File: src/rtl/core/lsts_pkg.sv
`timescale 1ns / 1ps
// ----------------------------------------------------------------------------
// lsts_pkg
// shared widths and the control word that walks down the prefix cell row
// ----------------------------------------------------------------------------
package lsts_pkg;

  localparam int unsigned VALUE_W = 32;
  localparam int unsigned SUM_W   = 48;
  localparam int unsigned WANT_W  = SUM_W + 1;

  typedef struct packed {
    logic valid;
    logic active;
    logic last;
    logic ovf;
    logic found;
  } ctl_t;

endpackage

File: src/rtl/core/lsts_cell.sv
`timescale 1ns / 1ps
// ----------------------------------------------------------------------------
// lsts_cell
// one position of the prefix table: holds the prefix of its position, checks
// a passing query against it and stores the prefix carried by its own item
// ----------------------------------------------------------------------------
module lsts_cell #(
  parameter int unsigned POS   = 0,
  parameter int unsigned LEN_W = 11
) (
  input  logic                        clk_i,
  input  logic                        rst_ni,
  input  logic                        adv_i,
  input  lsts_pkg::ctl_t              ctl_i,
  input  logic [LEN_W-1:0]            idx_i,
  input  logic [lsts_pkg::WANT_W-1:0] want_i,
  input  logic [lsts_pkg::SUM_W-1:0]  prefix_i,
  input  logic [LEN_W-1:0]            len_i,
  output lsts_pkg::ctl_t              ctl_o,
  output logic [LEN_W-1:0]            idx_o,
  output logic [lsts_pkg::WANT_W-1:0] want_o,
  output logic [lsts_pkg::SUM_W-1:0]  prefix_o,
  output logic [LEN_W-1:0]            len_o
);

  localparam logic [LEN_W-1:0] PosVal = LEN_W'(POS);

  logic [lsts_pkg::SUM_W-1:0]  stored_q;
  logic [lsts_pkg::WANT_W-1:0] stored_ext;
  logic                        hit;
  lsts_pkg::ctl_t              ctl_d, ctl_q;
  logic [LEN_W-1:0]            len_d, len_q;
  logic [LEN_W-1:0]            idx_q;
  logic [lsts_pkg::WANT_W-1:0] want_q;
  logic [lsts_pkg::SUM_W-1:0]  prefix_q;

  generate
    if (POS == 0) begin : g_empty
      // position 0 is the empty prefix
      assign stored_q = '0;
    end else begin : g_entry
      logic wr;
      assign wr = ctl_i.valid && ctl_i.active && (idx_i == PosVal);
      always_ff @(posedge clk_i) begin
        if (adv_i && wr) begin
          stored_q <= prefix_i;
        end
      end
    end
  endgenerate

  assign stored_ext = {stored_q[lsts_pkg::SUM_W-1], stored_q};
  assign hit = ctl_i.valid && ctl_i.active && !ctl_i.found && (idx_i > PosVal)
               && (want_i == stored_ext);

  always_comb begin
    ctl_d = ctl_i;
    len_d = len_i;
    if (hit) begin
      ctl_d.found = 1'b1;
      len_d       = idx_i - PosVal;
    end
  end

  always_ff @(posedge clk_i or negedge rst_ni) begin
    if (!rst_ni) begin
      ctl_q <= '0;
    end else if (adv_i) begin
      ctl_q <= ctl_d;
    end
  end

  always_ff @(posedge clk_i) begin
    if (adv_i) begin
      len_q    <= len_d;
      idx_q    <= idx_i;
      want_q   <= want_i;
      prefix_q <= prefix_i;
    end
  end

  assign ctl_o    = ctl_q;
  assign idx_o    = idx_q;
  assign want_o   = want_q;
  assign prefix_o = prefix_q;
  assign len_o    = len_q;

endmodule

File: config.mk
export PLATFORM = sky130hd
export DESIGN_NAME = lsts_cell
export DESIGN_NICKNAME = d
export VERILOG_FILES = /design/src/rtl/core/lsts_pkg.sv /design/src/rtl/core/lsts_cell.sv
export SDC_FILE = /design/constraint.sdc
export NUM_CORES = 1
export LEC_CHECK = 0
export ABC_AREA = 1
export BUFFER_PORTS_ARGS = -buffer_cell sky130_fd_sc_hd__buf_2
export CAP_MARGIN = 0
export CELL_PAD_IN_SITES_DETAIL_PLACEMENT = 1
export CELL_PAD_IN_SITES_GLOBAL_PLACEMENT = 2
export CORE_UTILIZATION = 29
export DETAILED_ROUTE_END_ITERATION = 7
export PLACE_DENSITY_LB_ADDON = 0.1
export SETUP_SLACK_MARGIN = 0.05
export SYNTH_ARGS = -nofsm -noshare
export SYNTH_HDL_FRONTEND = slang
export SYNTH_SLANG_ARGS = --single-unit
File: constraint.sdc
create_clock -name clk_i -period 2 [get_ports clk_i]
set_input_delay 0.3 -clock clk_i [delete_from_list [all_inputs] [get_ports clk_i]]
set_output_delay 0.3 -clock clk_i [all_outputs]
set_load 0.1 [all_outputs]
* Word-level counts from Yosys, hierarchy flattened *
Cells that the tools add are included.

cells by class
  magnitude comparators = 1
  muxes and demuxes = 2
  reductions and logical operators = 6

operators by type and width
  kind                                                                    count
  49-bit zero test                                                        1
  11-bit by 1-bit > comparator with 1-bit output (second input constant)  1
  11-bit two-way mux                                                      1
  1-bit logical AND                                                       4
  1-bit zero test                                                         1
  1-bit two-way mux                                                       1

storage, ports and cells
  flip-flop bits (word level) = 124
  bits of input ports = 127
  output and inout port bits = 124

* Longest topological paths before layout *
  depth in word-level cells = 5
  mapped depth = 9
  depth with buffers taken out = 8

* Worst setup path after synthesis *
No wires, ideal clock.

  path kind = in2reg
  from = in want_i[47] (netlist name)
  to = reg len_q[1] (netlist: len_o[1]), data pin
  arrival time = 1.055 ns
  required time = 1.747 ns
  setup slack = 0.692 ns
  stages = 9
  path through = nor2_1 -> nand2_1 -> nor2_2 -> nand2_2 -> nor2_4 -> nand3_2 -> buf_6 -> nand2_2 -> nand2_1

on the way
  cells in the longest elaborated chain, start to end = 3

ends and longest elaborated chain
  element                 RTL line         RTL
  start: declaration      lsts_cell.sv:16  input logic [lsts_pkg::WANT_W-1:0] want_i,
  49-bit zero test        lsts_cell.sv:54  && (want_i == stored_ext);
  1-bit logical AND       lsts_cell.sv:54
  11-bit two-way mux      lsts_cell.sv:59  if (hit) begin
  net len_d[1]            lsts_cell.sv:32  logic [LEN_W-1:0] len_d, len_q;
  end signal: assignment  lsts_cell.sv:75  len_q <= len_d;
  end: declaration        lsts_cell.sv:32

The timed path passes the listed nets, and every way through them passes these cells.
A chain may end at the register's enable or synchronous reset.

* Final worst setup path *
  from = reg prefix_q (netlist bit prefix_o[42])
  to = out prefix_o[42] (netlist name)

RTL lines
  element                   RTL line         RTL
  start: declaration        lsts_cell.sv:35  logic [lsts_pkg::SUM_W-1:0] prefix_q;
  start signal: assignment  lsts_cell.sv:78  prefix_q <= prefix_i;
  end: declaration          lsts_cell.sv:22  output logic [lsts_pkg::SUM_W-1:0] prefix_o,

No word-level cell between the ends.

==> metrics.md <==
| Metric | Value |
|---|---|
| CP peak stage delay | about 0.44 ns |
| Die Y | 123 um |
| Initial DRC count | 123 |
| GRT met1 Usage | ~17% |
| Mapped cell area | about 4200 sq um |
| Clk_lat worst skew | between 0.4 and 0.5 ns |
| Worst hold slack | 0.0624 ns |
| CTS Hold Bufs | 1 |
| Nature of the critical path endpoint | output port |
| Setup TNS | 0 ns |
| Final period util | about three quarters |
| Port Buf Inserts | 250 |
| Mapped Nets | around 360 |
| Number of max-cap violations | 0 |
| Post-CTS Resized | 0 |
| CTS root buf | clkbuf_16 |
| Post-DP HPWL | between 8000 and 9000 um |
| Met3 Use GR | roughly 8% |
| CTS tree | built |
| Layout cells sized above 1 | 58.3% |
| Outcome | finished clean |
| Largest net degree at the start of global routing | just under 50 |
| Clk_skew | 0 ns |
| Total CTS buffers | 17 |
| Post-layout instance area | between 6000 and 7000 sq um |
| Crit-path leading delay family | buffers and inverters |
| Busiest grt layer | met2 |
| Worst hold path type | in -> reg |
| Vias | 3003 |
| Post-CTS Setup Inserts | 0 |
| Vias per cell | 4.28 |
| I/O pins | between 200 and 300 |
| Clk sink count | between 100 and 150 |
| # rows | 43 |
| Commonest non-fill, non-tap cells in the layout | buf_2 (249), edfxtp_1 (119), nand2_1 (40), nor2_1 (33), clkbuf_16 (17) |
| Routed Antenna Nets | 0 |
| Final Setup Violations | 0 |
| Gr usage total | around 16% |
| Synth top area cells | edfxtp_1 (84%), nand2_1 (3.5%), dfrtp_1 (3.0%) |
| Reg clk slew, reported paths | about 0.060 ns |
| Die width | about 120 um |
| Final GP Congestion | around 0.73 |
| Hold Vio Cnt, Final | 0 |
| Core area | about 14000 sq um |
| Grt ovf | 0 |
| VDD IR max | roughly 0.45 mV |
| Vias in the first global route | 2992 |
| Minimum clock period | between 1.5 and 2 ns |
| Pwr dens | ~1300 nW/um^2 |
| Synth Warn # | 0 |
| Pre-antenna DRT Iters | 4 |
| Startpoint types | flip-flop |
| DIE AREA | roughly 15000 sq um |
| CP max stage cell | buf_2 |
| Htree depth | 4 |
| Top cell type's share of synthesized area | a little over four fifths |
| FMAX | 661 MHz |
| First-pass GRT wire length | around 17000 um |
| Post-synthesis instance total | approximately 230 |
| Unrepaired setup endpoints after global routing | no |
| Yosys top cell by area | edfxtp_1 |
| Final Util | between 40% and 50% |
| Arr. time, crit path | about 1.2 ns |
| Tightest Pin Transition | roughly 0.52 ns |
| # fillers | around 1500 |
| #FFs+latches synth | approximately 120 |
| Initial antenna violation count | 2 |
| DRC errors left | 0 |
| Ordered list of cells on the worst path | buf_2 |
| Routed WL per cell | approximately 17 um |
| Max Slew Vio Count | 0 |
| Leakage | around 0.0028 uW |
| WS Path Type | reg -> out |
| Nets@finish | about 630 |
| GRT met2 Usage | 25.4% |
| Worst Path Required | 1.70 ns |
| Mean Syn Cell Area | ~18 sq um |
| Detailed Route WL | approximately 12000 um |
| Max_slew headroom | 65.5% |
| Commonest non-fill, non-tap cell in the layout | buf_2 |
| Bufs and invs on worst path | 1 |
| CP max FO | 1 |
| Tot Pwr | approximately 8300 uW |
| Seq/Total Area, Yosys | just under 90% |
| Synth unique cells | 16 |
| Initial core utilization | between 30% and 40% |
| Area grow syn2layout | 51.3% |
| Post-DP Area | roughly 5800 sq um |
| Longest Clk Path Bufs | 2 |
==> state kept, by name, indices dropped and copies added (netlist names) <==
register,flops
ctl_o,5
want_o,49
prefix_o,48
idx_o,11
len_o,11
==> worst register-to-register path: stages, from the launching register on <==
cell and delay (ns):
dfrtp_1 0.38, nor2_1 0.17, a21oi_4 0.03
==> metal layers <==
layer	vias to the layer above	routed length (um)
met5	-	0
li1	1408	-
met1	1415	4280
met3	14	1520
met2	166	5820
met4	0	174
==> power breakdown <==
group	total (uW)	switching [uW]	internal, uW	leakage, uW
Combinational	1940	1690	246	0.00125
Clock	3290	1100	2190	0.000309
Sequential	3130	49.1	3080	0.00122
==> synthesized netlist by cell type <==
master,number
inv_1,2
nor2_4,2
buf_6,1
dfrtp_1,5
edfxtp_1,119
nand2_1,40
nand4_1,12
nor2_2,1
buf_2,1
nand3_2,1
nor3_1,2
nor3_2,1
a21oi_4,1
buf_4,2
nor2_1,33
nand2_2,11
==> cell families after synthesis <==
kind of cell           after synthesis  share of synthesized area (%)
AO/OA/AOI/OAI                        1                          0.385
buffers and inverters                6                          0.917
flip-flops                         124                           87.4
AND/OR/NAND/NOR                    103                           11.3
==> final timing paths <==
kind | startpoint | endpoint | slack [ns] | depth (start not counted)
max in group asynchronous | rst_ni | ctl_o[2]$_DFFE_PN0P_ | 1.64 | 2
hold reg to reg | ctl_o[3]$_DFFE_PN0P_ | ctl_o[3]$_DFFE_PN0P_ | 0.48 | 2
setup reg to reg | ctl_o[0]$_DFFE_PN0P_ | ctl_o[0]$_DFFE_PN0P_ | 1.30 | 2
setup / recovery | prefix_o[42]$_DFFE_PP_ | prefix_o[42] | 0.49 | 1
hold / removal | prefix_i[17] | prefix_o[17]$_DFFE_PP_ | 0.06 | 1
min in group asynchronous | rst_ni | ctl_o[3]$_DFFE_PN0P_ | 0.23 | 2
==> final cells by class <==
class | count | area [sq um] | area share, %
antenna | 2 | 5.00 | 0.0782
clock buffer | 18 | 429 | 6.71
clock inverter | 14 | 199 | 3.11
inverter | 2 | 7.51 | 0.117
multi-input combinational | 104 | 493 | 7.70
sequential | 124 | 3700 | 57.8
tap | 180 | 225 | 3.52
timing repair buffer | 258 | 1340 | 21.0
==> stage by stage <==
step                      setup WS, ns  std cells
final                            0.488        702
after global routing             0.449        701
after CTS                        0.456        700
after detailed placement         0.190        667
after global placement           0.227        667
after floorplan                  0.692        234
Power figures use the tool's default switching activity.
